$ cat src/hw/rtl/scpf_pkg.sv
// ----------------------------------------------------------------------------
// Servo command packet framer package
// Shared word types, command codes, packet constants and the CRC-16 byte step.
// ----------------------------------------------------------------------------
package scpf_pkg;

  // Input word modes.
  localparam logic [1:0] MODE_START   = 2'd0;
  localparam logic [1:0] MODE_PAYLOAD = 2'd1;
  localparam logic [1:0] MODE_READ    = 2'd2;

  // Packet constants.
  localparam logic [15:0] CRC_POLY     = 16'h8005;
  localparam logic [7:0]  HDR_SYNC     = 8'hFF;
  localparam logic [7:0]  HDR_FD       = 8'hFD;
  localparam logic [7:0]  HDR_RSVD     = 8'h00;
  localparam logic [7:0]  INSTR_WRITE  = 8'h03;
  localparam logic [7:0]  INSTR_READ   = 8'h02;
  localparam logic [15:0] READ_LENGTH  = 16'h0007;
  localparam logic [7:0]  DEVICE_ID_RST = 8'd1;

  // Body lengths of the command kinds, in bytes.
  localparam logic [3:0] LEN_PAYLOAD = 4'd1;
  localparam logic [3:0] LEN_WRITE   = 4'd10;
  localparam logic [3:0] LEN_READ    = 4'd12;
  localparam logic [3:0] LEN_CRC     = 4'd2;

  // Command queue depth.
  localparam int unsigned QUEUE_DEPTH = 2;
  localparam int unsigned QUEUE_PTR_W = $clog2(QUEUE_DEPTH);
  localparam int unsigned QUEUE_CNT_W = $clog2(QUEUE_DEPTH + 1);

  typedef struct packed {
    logic [1:0]  mode;
    logic [15:0] address;
    logic [15:0] count;
    logic [7:0]  data_byte;
  } in_word_t;

  typedef struct packed {
    logic [7:0] out_byte;
    logic       packet_end;
  } out_word_t;

  typedef enum logic [1:0] {
    CMD_PAYLOAD = 2'd0,
    CMD_WRITE   = 2'd1,
    CMD_READ    = 2'd2
  } cmd_kind_e;

  // arg holds the length field for a write start, the data count for a read
  // request, and the data byte (low bits) for a payload byte.
  typedef struct packed {
    cmd_kind_e   kind;
    logic        crc_after;
    logic [15:0] address;
    logic [15:0] arg;
  } cmd_t;

  function automatic logic [15:0] crc16_byte(input logic [15:0] crc,
                                             input logic [7:0]  b);
    logic [15:0] c;
    c = crc ^ {b, 8'h00};
    for (int k = 0; k < 8; k++) begin
      c = c[15] ? ((c << 1) ^ CRC_POLY) : (c << 1);
    end
    return c;
  endfunction

endpackage

$ cat src/hw/rtl/scpf_front.sv
// ----------------------------------------------------------------------------
// Servo command packet framer front end
// Accepts input words, tracks the open write packet and queues commands.
// ----------------------------------------------------------------------------
module scpf_front (
  input  logic             clk_i,
  input  logic             rst_ni,
  input  logic             in_valid_i,
  output logic             in_ready_o,
  input  scpf_pkg::in_word_t in_word_i,
  input  logic             q_full_i,
  output logic             q_push_o,
  output scpf_pkg::cmd_t   q_cmd_o
);
  import scpf_pkg::*;

  logic        write_open_q, write_open_d;
  logic [15:0] remaining_q, remaining_d;
  logic        accept;

  assign in_ready_o = !q_full_i;
  assign accept     = in_valid_i && in_ready_o;

  always_comb begin
    write_open_d = write_open_q;
    remaining_d  = remaining_q;
    q_push_o     = 1'b0;
    q_cmd_o      = '0;
    q_cmd_o.address = in_word_i.address;
    if (accept) begin
      unique case (in_word_i.mode)
        MODE_START: begin
          q_push_o          = 1'b1;
          q_cmd_o.kind      = CMD_WRITE;
          q_cmd_o.arg       = in_word_i.count + 16'd5;
          q_cmd_o.crc_after = (in_word_i.count == 16'd0);
          remaining_d       = in_word_i.count;
          write_open_d      = (in_word_i.count != 16'd0);
        end
        MODE_PAYLOAD: begin
          // A payload byte with no write open is dropped.
          if (write_open_q) begin
            q_push_o          = 1'b1;
            q_cmd_o.kind      = CMD_PAYLOAD;
            q_cmd_o.arg       = {8'h00, in_word_i.data_byte};
            q_cmd_o.crc_after = (remaining_q == 16'd1);
            remaining_d       = remaining_q - 16'd1;
            write_open_d      = (remaining_q != 16'd1);
          end
        end
        MODE_READ: begin
          q_push_o          = 1'b1;
          q_cmd_o.kind      = CMD_READ;
          q_cmd_o.arg       = in_word_i.count;
          q_cmd_o.crc_after = 1'b1;
          remaining_d       = 16'd0;
          write_open_d      = 1'b0;
        end
        default: ;
      endcase
    end
  end

  always_ff @(posedge clk_i or negedge rst_ni) begin
    if (!rst_ni) begin
      write_open_q <= 1'b0;
      remaining_q  <= 16'd0;
    end else begin
      write_open_q <= write_open_d;
      remaining_q  <= remaining_d;
    end
  end

endmodule

$ cat src/hw/rtl/scpf_queue.sv
// ----------------------------------------------------------------------------
// Servo command packet framer command queue
// Short flip-flop FIFO between the front end and the byte serializer.
// ----------------------------------------------------------------------------
module scpf_queue (
  input  logic           clk_i,
  input  logic           rst_ni,
  input  logic           push_i,
  input  scpf_pkg::cmd_t push_cmd_i,
  output logic           full_o,
  output logic           head_valid_o,
  output scpf_pkg::cmd_t head_cmd_o,
  input  logic           pop_i
);
  import scpf_pkg::*;

  cmd_t                   slots_q [QUEUE_DEPTH];
  logic [QUEUE_PTR_W-1:0] wr_ptr_q, rd_ptr_q;
  logic [QUEUE_CNT_W-1:0] cnt_q, cnt_d;
  logic                   do_push, do_pop;

  assign full_o       = (cnt_q == QUEUE_CNT_W'(QUEUE_DEPTH));
  assign head_valid_o = (cnt_q != '0);
  assign head_cmd_o   = slots_q[rd_ptr_q];
  assign do_push      = push_i && !full_o;
  assign do_pop       = pop_i && head_valid_o;

  always_comb begin
    cnt_d = cnt_q;
    if (do_push && !do_pop) begin
      cnt_d = cnt_q + 1'b1;
    end else if (do_pop && !do_push) begin
      cnt_d = cnt_q - 1'b1;
    end
  end

  always_ff @(posedge clk_i) begin
    if (do_push) begin
      slots_q[wr_ptr_q] <= push_cmd_i;
    end
  end

  always_ff @(posedge clk_i or negedge rst_ni) begin
    if (!rst_ni) begin
      wr_ptr_q <= '0;
      rd_ptr_q <= '0;
      cnt_q    <= '0;
    end else begin
      cnt_q <= cnt_d;
      if (do_push) begin
        wr_ptr_q <= (wr_ptr_q == QUEUE_PTR_W'(QUEUE_DEPTH - 1)) ? '0 : wr_ptr_q + 1'b1;
      end
      if (do_pop) begin
        rd_ptr_q <= (rd_ptr_q == QUEUE_PTR_W'(QUEUE_DEPTH - 1)) ? '0 : rd_ptr_q + 1'b1;
      end
    end
  end

endmodule

$ cat src/hw/rtl/scpf_back.sv
// ----------------------------------------------------------------------------
// Servo command packet framer serializer
// Turns queued commands into packet bytes, runs the CRC and appends it.
// ----------------------------------------------------------------------------
module scpf_back (
  input  logic                 clk_i,
  input  logic                 rst_ni,
  input  logic [7:0]           device_id_i,
  input  logic                 head_valid_i,
  input  scpf_pkg::cmd_t       head_cmd_i,
  output logic                 pop_o,
  output logic                 out_valid_o,
  input  logic                 out_ready_i,
  output scpf_pkg::out_word_t  out_word_o
);
  import scpf_pkg::*;

  logic [3:0]  idx_q, idx_d;
  logic [15:0] crc_q, crc_d;
  logic        out_valid_q, out_valid_d;
  out_word_t   out_q, out_d;

  logic [3:0]  body_len, last_idx;
  logic [7:0]  body_byte;
  logic [15:0] crc_base;
  logic        in_body, is_end, fire;

  always_comb begin
    unique case (head_cmd_i.kind)
      CMD_PAYLOAD: body_len = LEN_PAYLOAD;
      CMD_WRITE:   body_len = LEN_WRITE;
      CMD_READ:    body_len = LEN_READ;
      default:     body_len = LEN_PAYLOAD;
    endcase
  end

  assign last_idx = body_len - 4'd1 + (head_cmd_i.crc_after ? LEN_CRC : 4'd0);
  assign in_body  = (idx_q < body_len);
  assign is_end   = !in_body && (idx_q != body_len);

  // Header layout: sync, sync, FD, reserved, id, length lo/hi, instruction,
  // address lo/hi, and for a read the data count lo/hi.
  always_comb begin
    body_byte = HDR_RSVD;
    if (head_cmd_i.kind == CMD_PAYLOAD) begin
      body_byte = head_cmd_i.arg[7:0];
    end else begin
      unique case (idx_q)
        4'd0, 4'd1: body_byte = HDR_SYNC;
        4'd2:       body_byte = HDR_FD;
        4'd3:       body_byte = HDR_RSVD;
        4'd4:       body_byte = device_id_i;
        4'd5:       body_byte = (head_cmd_i.kind == CMD_READ) ? READ_LENGTH[7:0]
                                                              : head_cmd_i.arg[7:0];
        4'd6:       body_byte = (head_cmd_i.kind == CMD_READ) ? READ_LENGTH[15:8]
                                                              : head_cmd_i.arg[15:8];
        4'd7:       body_byte = (head_cmd_i.kind == CMD_READ) ? INSTR_READ : INSTR_WRITE;
        4'd8:       body_byte = head_cmd_i.address[7:0];
        4'd9:       body_byte = head_cmd_i.address[15:8];
        4'd10:      body_byte = head_cmd_i.arg[7:0];
        4'd11:      body_byte = head_cmd_i.arg[15:8];
        default:    body_byte = HDR_RSVD;
      endcase
    end
  end

  // A new header restarts the CRC from zero.
  assign crc_base = (idx_q == 4'd0 && head_cmd_i.kind != CMD_PAYLOAD) ? 16'h0000 : crc_q;
  assign fire     = head_valid_i && (!out_valid_q || out_ready_i);
  assign pop_o    = fire && (idx_q == last_idx);

  always_comb begin
    idx_d       = idx_q;
    crc_d       = crc_q;
    out_d       = out_q;
    out_valid_d = out_valid_q && !out_ready_i;
    if (fire) begin
      out_valid_d = 1'b1;
      idx_d       = pop_o ? 4'd0 : idx_q + 4'd1;
      if (in_body) begin
        out_d.out_byte   = body_byte;
        out_d.packet_end = 1'b0;
        crc_d            = crc16_byte(crc_base, body_byte);
      end else begin
        out_d.out_byte   = is_end ? crc_q[15:8] : crc_q[7:0];
        out_d.packet_end = is_end;
      end
    end
  end

  always_ff @(posedge clk_i) begin
    out_q <= out_d;
  end

  always_ff @(posedge clk_i or negedge rst_ni) begin
    if (!rst_ni) begin
      idx_q       <= 4'd0;
      crc_q       <= 16'h0000;
      out_valid_q <= 1'b0;
    end else begin
      idx_q       <= idx_d;
      crc_q       <= crc_d;
      out_valid_q <= out_valid_d;
    end
  end

  assign out_valid_o = out_valid_q;
  assign out_word_o  = out_q;

  a_idx_range: assert property (@(posedge clk_i) disable iff (!rst_ni)
    idx_q <= 4'd13)
    else $error("byte index beyond longest packet");

  a_mid_cmd_head: assert property (@(posedge clk_i) disable iff (!rst_ni)
    idx_q != 4'd0 |-> head_valid_i)
    else $error("command left the queue before all its bytes were sent");

  a_idx_step: assert property (@(posedge clk_i) disable iff (!rst_ni)
    fire && !pop_o |=> idx_q == $past(idx_q) + 4'd1)
    else $error("byte index did not advance");

  a_end_on_pop: assert property (@(posedge clk_i) disable iff (!rst_ni)
    fire && is_end |-> pop_o)
    else $error("packet end byte is not the last byte of its command");

endmodule

$ cat src/hw/rtl/servo_command_packet_framer_crc16_top.sv
// ----------------------------------------------------------------------------
// Servo command packet framer with CRC-16
// Frames write and read command packets for a half-duplex servo bus.
// ----------------------------------------------------------------------------
// Each input word is classified by a front end and queued as a command; a
// serializer turns commands into bytes, one byte per cycle while a command
// is queued and the consumer does not stall. A payload word gives one byte
// (three when it closes the packet with the CRC), a write start gives 10
// bytes (12 with a zero count) and a read request gives 14 bytes. The CRC
// is CRC-16 with polynomial 0x8005, initial value zero, no reflection, sent
// low byte first with packet_end set on the high byte. A two-entry command
// queue lets the input side keep accepting words while the serializer
// drains a header, and the output register holds a byte while the consumer
// stalls. The device id register resets to 1; the user must write it with
// cfg_we_i only while the block is idle, which the block does not enforce.
module servo_command_packet_framer_crc16_top (
  input  logic                clk_i,
  input  logic                rst_ni,
  input  logic                cfg_we_i,
  input  logic [7:0]          cfg_wdata_i,
  input  logic                in_valid_i,
  output logic                in_ready_o,
  input  scpf_pkg::in_word_t  in_word_i,
  output logic                out_valid_o,
  input  logic                out_ready_i,
  output scpf_pkg::out_word_t out_word_o
);
  import scpf_pkg::*;

  logic [7:0] device_id_q;
  logic       q_full, q_push, head_valid, pop;
  cmd_t       q_cmd, head_cmd;

  // Only the serializer reads the device id; the user must change it only when
  // the block is idle (not enforced here), so no copy travels with commands.
  always_ff @(posedge clk_i or negedge rst_ni) begin
    if (!rst_ni) begin
      device_id_q <= DEVICE_ID_RST;
    end else if (cfg_we_i) begin
      device_id_q <= cfg_wdata_i;
    end
  end

  scpf_front u_front (
    .clk_i      (clk_i),
    .rst_ni     (rst_ni),
    .in_valid_i (in_valid_i),
    .in_ready_o (in_ready_o),
    .in_word_i  (in_word_i),
    .q_full_i   (q_full),
    .q_push_o   (q_push),
    .q_cmd_o    (q_cmd)
  );

  scpf_queue u_queue (
    .clk_i        (clk_i),
    .rst_ni       (rst_ni),
    .push_i       (q_push),
    .push_cmd_i   (q_cmd),
    .full_o       (q_full),
    .head_valid_o (head_valid),
    .head_cmd_o   (head_cmd),
    .pop_i        (pop)
  );

  scpf_back u_back (
    .clk_i        (clk_i),
    .rst_ni       (rst_ni),
    .device_id_i  (device_id_q),
    .head_valid_i (head_valid),
    .head_cmd_i   (head_cmd),
    .pop_o        (pop),
    .out_valid_o  (out_valid_o),
    .out_ready_i  (out_ready_i),
    .out_word_o   (out_word_o)
  );

endmodule
$ cat config.mk
export PLATFORM = sky130hd
export DESIGN_NAME = servo_command_packet_framer_crc16_top
export DESIGN_NICKNAME = d
export VERILOG_FILES = /design/src/hw/rtl/scpf_pkg.sv /design/src/hw/rtl/scpf_front.sv /design/src/hw/rtl/scpf_queue.sv /design/src/hw/rtl/scpf_back.sv /design/src/hw/rtl/servo_command_packet_framer_crc16_top.sv
export SDC_FILE = /design/constraint.sdc
export NUM_CORES = 1
export LEC_CHECK = 0
export ABC_AREA = 1
export BUFFER_PORTS_ARGS = -buffer_cell sky130_fd_sc_hd__buf_2
export CAP_MARGIN = 30
export CORE_MARGIN = 5
export CORE_UTILIZATION = 35
export DETAILED_ROUTE_END_ITERATION = 10
export HOLD_SLACK_MARGIN = 0.05
export SYNTH_ARGS = -nofsm -noshare
export SYNTH_HDL_FRONTEND = slang
export SYNTH_HIERARCHICAL = 1
export SYNTH_SLANG_ARGS = --single-unit
$ cat constraint.sdc
create_clock -name clk_i -period 4.2 [get_ports clk_i]
set_input_delay 0.21 -clock clk_i [delete_from_list [all_inputs] [get_ports clk_i]]
set_output_delay 0.21 -clock clk_i [all_outputs]
set_load 0.05 [all_outputs]
Word-level counts from Yosys, hierarchy flattened
Memories as Yosys holds them, arrays and structs flattened.
Index checks and enable logic that the tools add are counted.
{"block": "classes", "reduce_logical": 31, "bitwise_logic": 9, "order_cmp": 1, "eq_ne": 20, "muxes": 39, "add_sub_neg": 9}
{"cell": "$mux 16", "n": 11}
{"cell": "$pmux 16 s3", "n": 2}
{"cell": "$pmux 8 s10", "n": 1}
{"cell": "$mux 8", "n": 5}
{"cell": "$not 3->3", "n": 8}
{"cell": "$add 16x3->16 const B", "n": 1}
{"cell": "$eq 16x1->1 const B", "n": 1}
{"cell": "$eq 4x3->1 const B", "n": 4}
{"cell": "$eq 4x4->1 const B", "n": 4}
{"cell": "$logic_not 16->1", "n": 1}
{"cell": "$ne 16x1->1 const B", "n": 1}
{"cell": "$reduce_bool 16->1", "n": 1}
{"cell": "$sub 16x1->16 const B", "n": 1}
{"cell": "$xor 16x16->16", "n": 1}
{"cell": "$logic_and 1x1->1", "n": 10}
{"cell": "$mux 1", "n": 10}
{"cell": "$mux 9", "n": 1}
{"cell": "$pmux 3 s3", "n": 1}
{"cell": "$pmux 4 s2", "n": 1}
{"cell": "$eq 2x2->1 const B", "n": 3}
{"cell": "$logic_not 1->1", "n": 6}
{"cell": "$mux 2", "n": 3}
{"cell": "$reduce_bool 2->1", "n": 3}
{"cell": "$add 4x1->4 const B", "n": 1}
{"cell": "23 further kinds", "n": 28}
{"block": "totals", "output_inout_bits": 11, "memories": 1, "input_bits": 55, "ramBits": 70, "wordCells": 121, "register_bits": 59}
{"name": "u_queue.slots_q", "words": 2, "width": 35, "rd": 1, "rd_ports_with_merged_regs": 0, "write_ports": 1, "line_no": "scpf_queue.sv:17", "rtl": "cmd_t slots_q [QUEUE_DEPTH];"}

Depth between registers and ports, before layout
Gate-level depths: netlist of the first run.
An unclocked memory read counts as a cell.
{"block": "logic_depth", "word_depth": 22, "mapped_depth": 28, "ltp_nobuf": 25}

Modules after synthesis
The synthesis of the first run kept the hierarchy.
{"mod": "scpf_queue", "area_per_inst_um2": 2846.5, "cells_per_inst": 214, "n_inst": 1, "seq_area_each_um2": 2202.1}
{"mod": "scpf_back", "area_per_inst_um2": 2777.7, "cells_per_inst": 435, "n_inst": 1, "seq_area_each_um2": 795.8}
{"mod": "scpf_front", "area_per_inst_um2": 2159.6, "cells_per_inst": 368, "n_inst": 1, "seq_area_each_um2": 425.4}
{"mod": "servo_command_packet_framer_crc16_top", "area_per_inst_um2": 306.5, "cells_per_inst": 34, "n_inst": 1, "seq_area_each_um2": 201.4}

Worst setup path after synthesis of the first run
Ideal clock, no wire load.
{"block": "synth_timing", "path_kind": "register to register", "from": "register u_queue.rd_ptr_q", "to": "register u_queue.cnt_q[1]", "period_less_slack_ns": 3.724, "setup_time_ns": 0.117, "t_arrival_ns": 3.607, "setup_slack_ns": 0.476, "stages_incl_launch_ff": 21, "path_cell_list": "dfrtp_1 -> buf_6 -> inv_8 -> buf_8 -> nand2_2 -> nand2_1 -> inv_1 -> ha_1 -> inv_1 -> ha_1 -> inv_1 -> ha_1 -> fa_1 -> o22ai_1 -> a2111oi_0 -> nand2_2 -> ha_1 -> inv_1 -> nand3_1 -> nand2_1 -> nand2_1"}
{"element": "start: declaration", "line_no": "scpf_queue.sv:18", "rtl": "logic [QUEUE_PTR_W-1:0] wr_ptr_q, rd_ptr_q;"}
{"element": "start signal: assignment", "line_no": "scpf_queue.sv:54", "rtl": "rd_ptr_q <= (rd_ptr_q == QUEUE_PTR_W'(QUEUE_DEPTH - 1)) ? '0 : rd_ptr_q + 1'b1;"}
{"element": "end signal: assignment", "line_no": "scpf_queue.sv:49", "rtl": "cnt_q <= cnt_d;"}
{"element": "end: declaration", "line_no": "scpf_queue.sv:19", "rtl": "logic [QUEUE_CNT_W-1:0] cnt_q, cnt_d;"}

==> results.json, run 1 <==
{
  "status": "completed",
  "rows": 55,
  "portBuffers": 65,
  "clock-sinks": 129,
  "critPathMaxFanout": 36,
  "synth_edf_count": 79,
  "core_region_area_mm2": 0.0227,
  "min_period_ps": 3550,
  "diodes": 0,
  "synthDistinctLibCells": 44,
  "final_common_cell": "nand2_1",
  "swShare": 0.461,
  "ir_drop_mv": 0.330,
  "drive_above_1_share": 0.146,
  "synth_seq_cells": 129,
  "worstMarginPinSlew_ps": 687,
  "start_util": 0.356,
  "die_w_um": 162,
  "fin_nets": 1211,
  "p_total_mw": 6.99,
  "holdPathStages": 3,
  "finalSetupTns_ps": 0,
  "grt_max_degree": 51,
  "hold_class": "primary input to register",
  "cts_tree": "built",
  "fin_crit_sh": 0.845,
  "via_per_inst": 4.93,
  "path_class": "register to register",
  "power_density_mw_per_mm2": 744,
  "area_growth_pct": 16.1,
  "grt_use_total": 0.162,
  "dr.pass1.iters": 5,
  "place_inst": 1368,
  "p_leak_nw": 4.39,
  "syn_avg_cell_area_um2": 7.70,
  "place_congestion": 0.909,
  "yosys_warnings": 6,
  "hp-start": "cfg_wdata_i[1]",
  "grt_overflow": 0,
  "reg2reg_from": "u_queue/rd_ptr_q$_DFFE_PN0P_",
  "setup_viol": 0,
  "critPathArrivalTime_ps": 3870,
  "numCtsBuffers": 17,
  "power_frac_clock": 0.217,
  "fill_cells": 2310,
  "antenna_found_initial": 0,
  "ant_nets": 0,
  "drc": 0,
  "p_seq_frac": 0.279,
  "syn_inst": 1051,
  "clk_latency_ps": 420,
  "ctsResizeCount": 0,
  "cap_violations": 0,
  "slew_violations": 0,
  "hold_viol": 0,
  "ys_seq_area_frac": 0.448,
  "syn_nets": 1135,
  "dp_hpwl_mm": 15.3,
  "r2r_cells": 19,
  "clk_path_buf_depth": 2,
  "p_int_mw": 3.77,
  "fin_cells": 1425,
  "netlist_area_mm2": 0.00809,
  "root_buffer": "clkbuf_16",
  "ys.flop_type": "edfxtp_1",
  "die_y_um": 162,
  "drt-total-wl_mm": 20.8,
  "r2r_slack_ps": 650,
  "slew_headroom": 0.542,
  "rr_endpoint": "u_queue/cnt_q[1]$_DFFE_PN0P_",
  "wl_per_cell_um": 14.6,
  "die_area_mm2": 0.0263,
  "hold_ws_ps": 96.1,
  "pin_count": 66,
  "min_to": "device_id_q[1]$_DFFE_PN0P_",
  "grt_pass1_vias": 6909,
  "synth-async-reset-ratio": 0.388,
  "endpoint_kind": "register",
  "grt_pass1_wl_mm": 34.4,
  "switchingPower_mw": 3.22,
  "htree_levels": 4,
  "p_comb_frac": 0.504,
  "path_clk_slew_ps": 60,
  "fin_worst_skew_ps": 9.90,
  "grt_setup_unrepaired": "no",
  "max_freq_mhz": 282,
  "vias": 7029,
  "cp-start-kind": "register",
  "cp.required_ps": 4520,
  "drt_iter0_drc": 570,
  "layout_common_cells": "nand2_1, nor2_1, inv_1"
}
-- through the flow --
step                      cell area (um^2)  worst slack [ps]  utilization
after floorplan                       8090               476            -
after global placement                8540               671        0.376
after detailed placement              8540               629        0.376
after CTS                             9400               615        0.414
after global routing                  9400               301        0.414
final                                 9400               649        0.414
-- power groups by stage --
| stage | sequential, mW | clock (mW) | combinational [mW] |
|---|---|---|---|
| final | 1.95 | 1.52 | 3.52 |
| after CTS | 1.95 | 1.55 | 3.53 |
| after floorplan | 2.08 | 0 | 2.61 |
| after global placement | 1.97 | 0 | 3.46 |
| after detailed placement | 1.97 | 0 | 3.50 |
| after global routing | 1.98 | 1.60 | 4.00 |
-- sequential cells by signal (all words and copies together), names as in the netlist --
name	cells
device_id_q	8
u_back/crc_q	16
u_back/idx_q	4
u_back/out_valid_o	1
u_back/out_word_o	9
u_front/remaining_q	16
u_front/write_open_q	1
u_queue/cnt_q	2
u_queue/rd_ptr_q	1
u_queue/slots_q	70
u_queue/wr_ptr_q	1
-- worst max-delay path: stages, from the launching register on --
cell       delay [ps]
dfrtp_1           540
inv_8             160
nand2_2            80
nand2_1            70
inv_1              90
ha_1              140
inv_1              60
ha_1              270
inv_1              40
ha_1              190
fa_1              500
o22ai_1            80
a2111oi_0         380
buf_4             210
nand2_2            60
ha_1              310
inv_1              80
nand3_1            70
nand2_1            60
nand2_1            40
-- cell type report --
type / count / area (um^2) / area share
tap: 285 / 357 / 0.0379
multi-input combinational: 778 / 3780 / 0.402
inverter: 103 / 394 / 0.0419
sequential: 129 / 3620 / 0.386
timing repair buffer: 98 / 636 / 0.0676
clock buffer: 17 / 425 / 0.0453
clock inverter: 15 / 184 / 0.0196
-- per-layer routing --
| metal | vias to the layer above | global-route usage | wire length [um] |
|---|---|---|---|
| met5 | - | 0 | 0 |
| li1 | 3526 | - | - |
| met1 | 3275 | 0.215 | 9410 |
| met3 | 32 | 0.0312 | 955 |
| met2 | 196 | 0.270 | 10000 |
| met4 | 0 | 0.0523 | 412 |
-- synthesized netlist by cell type, types with 4 or more instances --
cell / instances / area (um^2)
nand3_1: 79 / 395
xnor2_1: 5 / 43.8
dfrtp_1: 49 / 1230
buf_4: 24 / 180
o21ai_0: 48 / 240
a31oi_1: 4 / 25.0
edfxtp_1: 79 / 2370
xor2_1: 6 / 52.6
buf_6: 5 / 56.3
a21oi_1: 35 / 175
inv_1: 89 / 334
buf_2: 8 / 40.0
o21ai_1: 11 / 55.1
nand3_2: 4 / 40.0
nand4_1: 10 / 62.6
nand2_1: 379 / 1420
nor2_2: 9 / 56.3
clkinv_1: 4 / 15.0
ha_1: 28 / 350
a22oi_1: 4 / 30.0
nand2_2: 26 / 163
inv_2: 9 / 33.8
nor2_1: 102 / 383
nor2_4: 7 / 78.8
-- worst max-delay path by stage --
stage / startpoint / slack, ps / to
floorplan: u_queue/rd_ptr_q$_DFFE_PN0P_ / 480 / u_queue/cnt_q[1]$_DFFE_PN0P_
global placement: u_queue/rd_ptr_q$_DFFE_PN0P_ / 670 / u_queue/cnt_q[1]$_DFFE_PN0P_
detailed placement: u_queue/rd_ptr_q$_DFFE_PN0P_ / 630 / u_queue/cnt_q[1]$_DFFE_PN0P_
CTS: u_queue/rd_ptr_q$_DFFE_PN0P_ / 610 / u_queue/cnt_q[1]$_DFFE_PN0P_
global route: u_queue/rd_ptr_q$_DFFE_PN0P_ / 300 / u_queue/cnt_q[1]$_DFFE_PN0P_
finish: u_queue/rd_ptr_q$_DFFE_PN0P_ / 650 / u_queue/cnt_q[1]$_DFFE_PN0P_
-- cell families (layout without fill, tap and decap cells) --
logic type      after synthesis  after routing  share of synthesized area
flops                       129            129                      0.448
simple gates                625            625                      0.332
fa+ha+maj                    29             29                     0.0458
buf+inv                     144            233                     0.0861
compound gates              113            113                     0.0758
xor+xnor                     11             11                     0.0119
-- timing repair --
item | in CTS | in global routing
hold buffers | 25 | 0
hold endpoints to repair | 89 | 0
setup buffers | 0 | 0
endpoints found under the setup margin | 0 | 0
No activity file was read; power rests on OpenSTA's default activity.
==> run 2, diff against run 1 <==
clock period = 3.3 ns   (was 4.2 ns; I/O delays follow)
==> run 2 against run 1 <==
Effect of this change: hold slack got worse by 18 ps; setup slack lost 440 ps; combinational power is 34% higher; die area unchanged; utilization increased by 0.78 points; largest cell class unchanged; critical path type unchanged; critical endpoint unchanged.
==> results.json, run 2 (same netlist as run 1, synthesis figures left out) <==
{
  "p_total_mw": 9.21,
  "status": "completed",
  "place_area_mm2": 0.00861,
  "clk_latency_ps": 420,
  "portBuffers": 65,
  "critPathArrivalTime_ps": 3410,
  "die_y_um": 162,
  "grt_setup_unrepaired": "yes",
  "cap_violations": 0,
  "start_util": 0.356,
  "endpoint_kind": "register",
  "clk_path_buf_depth": 2,
  "slew_headroom": 0.607,
  "grt_pass1_vias": 6735,
  "numCtsBuffers": 17,
  "die_area_mm2": 0.0263,
  "via_per_inst": 4.87,
  "max_freq_mhz": 323,
  "drive_above_1_share": 0.162,
  "largest_reg_flops": 70,
  "hold_viol": 0,
  "core_region_area_mm2": 0.0227,
  "grt_use_total": 0.160,
  "layout_common_cells": "nand2_1, nor2_1, inv_1",
  "drt-total-wl_mm": 20.8,
  "final_common_cell": "nand2_1",
  "setup_viol": 0,
  "wl_per_cell_um": 14.5,
  "reg.largest.list": "u_queue/slots_q x70, u_back/crc_q x16, u_front/remaining_q x16",
  "fill_cells": 2283,
  "path_clk_slew_ps": 60,
  "slew_violations": 0,
  "fin_crit_sh": 0.938,
  "vias": 6998,
  "reg2reg_from": "u_queue/rd_ptr_q$_DFFE_PN0P_",
  "area_growth_pct": 18.3,
  "startpoint": "u_queue/rd_ptr_q$_DFFE_PN0P_",
  "worstMarginPinSlew_ps": 587,
  "largest_register": "u_queue/slots_q",
  "min_period_ps": 3090,
  "power_density_mw_per_mm2": 962,
  "p_leak_nw": 4.46,
  "ir_drop_mv": 0.390,
  "diodes": 0,
  "fin_worst_skew_ps": 10.2,
  "cts_tree": "built",
  "grt_max_degree": 39,
  "final_area_mm2": 0.00957,
  "cp.required_ps": 3610,
  "grt_pass1_wl_mm": 33.7,
  "fin_cells": 1438,
  "place_congestion": 0.933,
  "htree_levels": 4,
  "root_buffer": "clkbuf_16",
  "place_inst": 1377,
  "hold_class": "primary input to asynchronous set/reset pin",
  "clock-sinks": 129,
  "path_class": "register to register",
  "ant_nets": 0,
  "critPathMaxFanout": 6,
  "r2r_slack_ps": 210,
  "dr.pass1.iters": 5,
  "drt_iter0_drc": 491,
  "grt_overflow": 0,
  "die_w_um": 162,
  "fin_nets": 1224,
  "rows": 55,
  "r2r_cells": 17,
  "antenna_found_initial": 0,
  "dp_hpwl_mm": 15.5,
  "drc": 0,
  "pin_count": 66,
  "cp-start-kind": "register"
}
-- run 2: repair_timing --
action                                 4_1_cts  5_1_grt
resized for setup                            1        8
pin swaps                                    0        3
setup endpoints to repair                    1        4
hold buffers                                26        0
endpoints found under the hold margin       77        0
setup buffers                                0        2
-- run 2: cell type report --
| cell class | count | area (um^2) | area share |
|---|---|---|---|
| Clock buffer | 18 | 429 | 0.0448 |
| Clock inverter | 14 | 203 | 0.0212 |
| Inverter | 103 | 394 | 0.0412 |
| Multi-Input combinational cell | 778 | 3820 | 0.399 |
| Sequential cell | 129 | 3630 | 0.379 |
| Tap cell | 285 | 357 | 0.0372 |
| Timing Repair Buffer | 111 | 748 | 0.0781 |
-- run 2: layer usage --
metal	part of all wire	global-route usage	up-vias
li1	-	-	3559
met1	0.45	0.206	3207
met2	0.48	0.271	193
met3	0.045	0.0292	39
met4	0.023	0.0569	0
met5	0	0	-
-- run 2: worst paths after layout --
| path | end |
|---|---|
| max reg2reg | u_queue/cnt_q[1]$_DFFE_PN0P_ |
| min | device_id_q[6]$_DFFE_PN0P_ |
| min reg2reg | device_id_q[0]$_DFFE_PN1P_ |
| max in group asynchronous | u_back/crc_q[12]$_DFFE_PN0P_ |
| min in group clk_i | device_id_q[0]$_DFFE_PN1P_ |
| max | u_queue/cnt_q[1]$_DFFE_PN0P_ |
-- run 2: worst max-delay path: stages (launching register included) --
cell	delay [ps]
dfrtp_2	470
inv_8	80
nand2_1	60
nand2_2	80
ha_1	150
inv_1	60
ha_1	270
inv_1	40
ha_1	200
fa_2	530
o22ai_1	110
a2111oi_4	320
nand2_2	130
ha_4	240
inv_1	60
nand3_1	70
nand2_1	60
nand2_1	40
-- run 2: metrics by stage --
step                      utilization  hold WS [ps]  TNS, ps  setup slack [ps]
final                           0.422          78.1        0               205
after global routing            0.422          72.7    -9.48             -9.48
after CTS                       0.419          78.5        0              36.7
after detailed placement        0.379           346    -22.4             -22.4
after global placement          0.379           346        0              67.1
after floorplan                     -          -131    -79.9             -79.9
-- run 2: where the power goes --
| part | internal, mW | total (mW) | switching [mW] |
|---|---|---|---|
| Sequential | 2.21 | 2.47 | 0.260 |
| Clock | 1.28 | 2.02 | 0.739 |
| Combinational | 1.50 | 4.73 | 3.23 |
| Total | 4.98 | 9.21 | 4.23 |
==> run 3, diff against run 2 <==
CORE_ASPECT_RATIO = 0.6   (was default)
CORE_UTILIZATION = 34   (was 35)
REMOVE_ABC_BUFFERS = 1   (was default)
==> run 3 against run 2 <==
Effect of this change: die area grew 3.1%; utilization shrank 0.27 points; hold slack got worse by 5.4 ps; critical path type unchanged; setup slack worse by 69 ps; final cell count grew 3.3%; routed wire length increased by 8.1%; clock power is 9% lower; largest power group unchanged.
==> results.json, run 3 (same netlist as run 1, synthesis figures left out) <==
{
  "place_congestion": 0.917,
  "fill_cells": 2396,
  "min_to": "device_id_q[5]$_DFFE_PN0P_",
  "area_growth_pct": 20.4,
  "critPathArrivalTime_ps": 3470,
  "p_seq_frac": 0.264,
  "grt_max_degree": 35,
  "die_w_um": 209,
  "worstMarginPinSlew_ps": 846,
  "p_total_mw": 9.32,
  "cap_violations": 0,
  "drive_above_1_share": 0.173,
  "clk_path_buf_depth": 2,
  "fin_worst_skew_ps": 6.82,
  "hp-start": "cfg_we_i",
  "power_frac_clock": 0.196,
  "swShare": 0.471,
  "diodes": 0,
  "endpoint_kind": "register",
  "grt_use_total": 0.169,
  "slew_violations": 0,
  "start_util": 0.348,
  "drt-total-wl_mm": 22.5,
  "grt_pass1_vias": 6738,
  "dp_hpwl_mm": 16.9,
  "p_leak_nw": 4.52,
  "vias": 7280,
  "path_clk_slew_ps": 60,
  "wl_met1_mm": 12.2,
  "fin_util": 0.419,
  "critPathMaxFanout": 5,
  "ir_drop_mv": 0.416,
  "top_layer": "met4",
  "clk_latency_ps": 420,
  "cp.required_ps": 3600,
  "switchingPower_mw": 4.39,
  "min_period_ps": 3160,
  "core_region_area_mm2": 0.0232,
  "hold_class": "primary input to register",
  "grt_overflow": 0,
  "fin_nets": 1242,
  "hold_viol": 0,
  "htree_levels": 4,
  "root_buffer": "clkbuf_16",
  "max_freq_mhz": 316,
  "grt_pass1_wl_mm": 35.9,
  "status": "completed",
  "die_y_um": 129,
  "reg2reg_from": "u_queue/rd_ptr_q$_DFFE_PN0P_",
  "rows": 43,
  "cts_tree": "built",
  "die_area_mm2": 0.0271,
  "layout_common_cells": "nand2_1, nor2_1, inv_1",
  "slew_headroom": 0.436,
  "pre_cts_ws_ps": -189,
  "clock-sinks": 129,
  "setup_viol": 0,
  "wl_per_cell_um": 15.1,
  "p_int_mw": 4.93,
  "fin_crit_sh": 0.959,
  "antenna_found_initial": 0,
  "drt_iter0_drc": 612,
  "largest_register": "u_queue/slots_q",
  "rr_endpoint": "u_queue/cnt_q[0]$_DFFE_PN0P_",
  "r2r_cells": 16,
  "wl_met3_mm": 1.81,
  "final_common_cell": "nand2_1",
  "pin_count": 66,
  "path_class": "register to register",
  "drc": 0,
  "holdPathStages": 3,
  "ant_nets": 0,
  "fin_ws_ps": 136,
  "dr.pass1.iters": 5,
  "portBuffers": 65,
  "cp-start-kind": "register",
  "numCtsBuffers": 17,
  "largest_reg_flops": 70,
  "r2r_slack_ps": 140,
  "power_density_mw_per_mm2": 958,
  "p_comb_frac": 0.539,
  "dr_wl_met2_mm": 8.27,
  "reg.largest.list": "u_queue/slots_q x70, u_back/crc_q x16, u_front/remaining_q x16",
  "via_per_inst": 4.90
}
-- run 3: cell types whose count changed in the layout (fill, tap and decap cells not counted), moves of 2 or more --
cell           delta
buf_4            +12
dlygate4sd3_1     +5
clkinv_2          +4
clkinv_4          +3
inv_6             -3
bufinv_16         -2
clkinvlp_4        -2
ha_1              -2
ha_4              +2
-- run 3: per-stage QoR --
step | TNS (ps) | area [um^2] | hold WS, ps | std cells
6_report | 0 | 9740 | 72.6 | 1486
5_1_grt | -14.3 | 9740 | 64.7 | 1486
4_1_cts | 0 | 9640 | 53.5 | 1483
3_5_place_dp | -367 | 8750 | 322 | 1420
3_3_place_gp | -83.1 | 8750 | 327 | 1420
2_1_floorplan | -9330 | 7790 | -131 | 1010
-- run 3: worst max-delay path by stage --
stage	from	endpoint	slack (ps)	cells past startpoint
floorplan	u_queue/rd_ptr_q$_DFFE_PN0P_	u_queue/cnt_q[1]$_DFFE_PN0P_	-940	18
global placement	u_queue/rd_ptr_q$_DFFE_PN0P_	u_queue/cnt_q[1]$_DFFE_PN0P_	-50	19
detailed placement	u_queue/rd_ptr_q$_DFFE_PN0P_	u_queue/cnt_q[0]$_DFFE_PN0P_	-190	17
CTS	u_queue/rd_ptr_q$_DFFE_PN0P_	u_queue/cnt_q[1]$_DFFE_PN0P_	1	18
global route	u_queue/rd_ptr_q$_DFFE_PN0P_	u_queue/cnt_q[1]$_DFFE_PN0P_	-10	18
finish	u_queue/rd_ptr_q$_DFFE_PN0P_	u_queue/cnt_q[0]$_DFFE_PN0P_	140	16
-- run 3: layout make-up --
type	count	area [um^2]	area share
Tap cell	315	394	0.0405
Sequential cell	129	3630	0.372
Clock inverter	14	140	0.0144
Inverter	103	394	0.0405
Clock buffer	18	429	0.0441
Multi-Input combinational cell	778	3850	0.396
Timing Repair Buffer	129	900	0.0924
-- run 3: per-layer routing --
layer / track usage / vias to the layer above
li1: - / 3602
met3: 0.0479 / 14
met1: 0.276 / 3401
met2: 0.215 / 263
met5: 0 / -
met4: 0.0314 / 0
-- run 3: power by group through the flow --
stage / Clock (mW) / Combinational (mW) / Sequential (mW)
6_report: 1.83 / 5.03 / 2.46
5_1_grt: 1.96 / 5.62 / 2.50
4_1_cts: 1.88 / 4.85 / 2.46
3_5_place_dp: 0 / 4.78 / 2.48
3_3_place_gp: 0 / 4.69 / 2.48
2_1_floorplan: 0 / 3.14 / 2.69
-- run 3: what timing repair did --
item	4_1_cts	5_1_grt
endpoints found under the setup margin	2	3
gates resized for setup	3	15
setup buffers	0	3
pin swaps	1	8
hold endpoints to repair	73	0
hold buffers	31	0
cloned	0	0
-- run 3: critical path, stage by stage, from the launching register on --
cell and delay, ps:
dfrtp_2 470, inv_8 70, nand2_2 40, nand2_2 70
inv_2 50, buf_4 130, ha_1 270, inv_1 70
ha_2 180, fa_1 550, o22ai_2 110, a2111oi_4 330
buf_4 180, nand2_4 60, ha_4 220, buf_4 130
xnor2_1 110
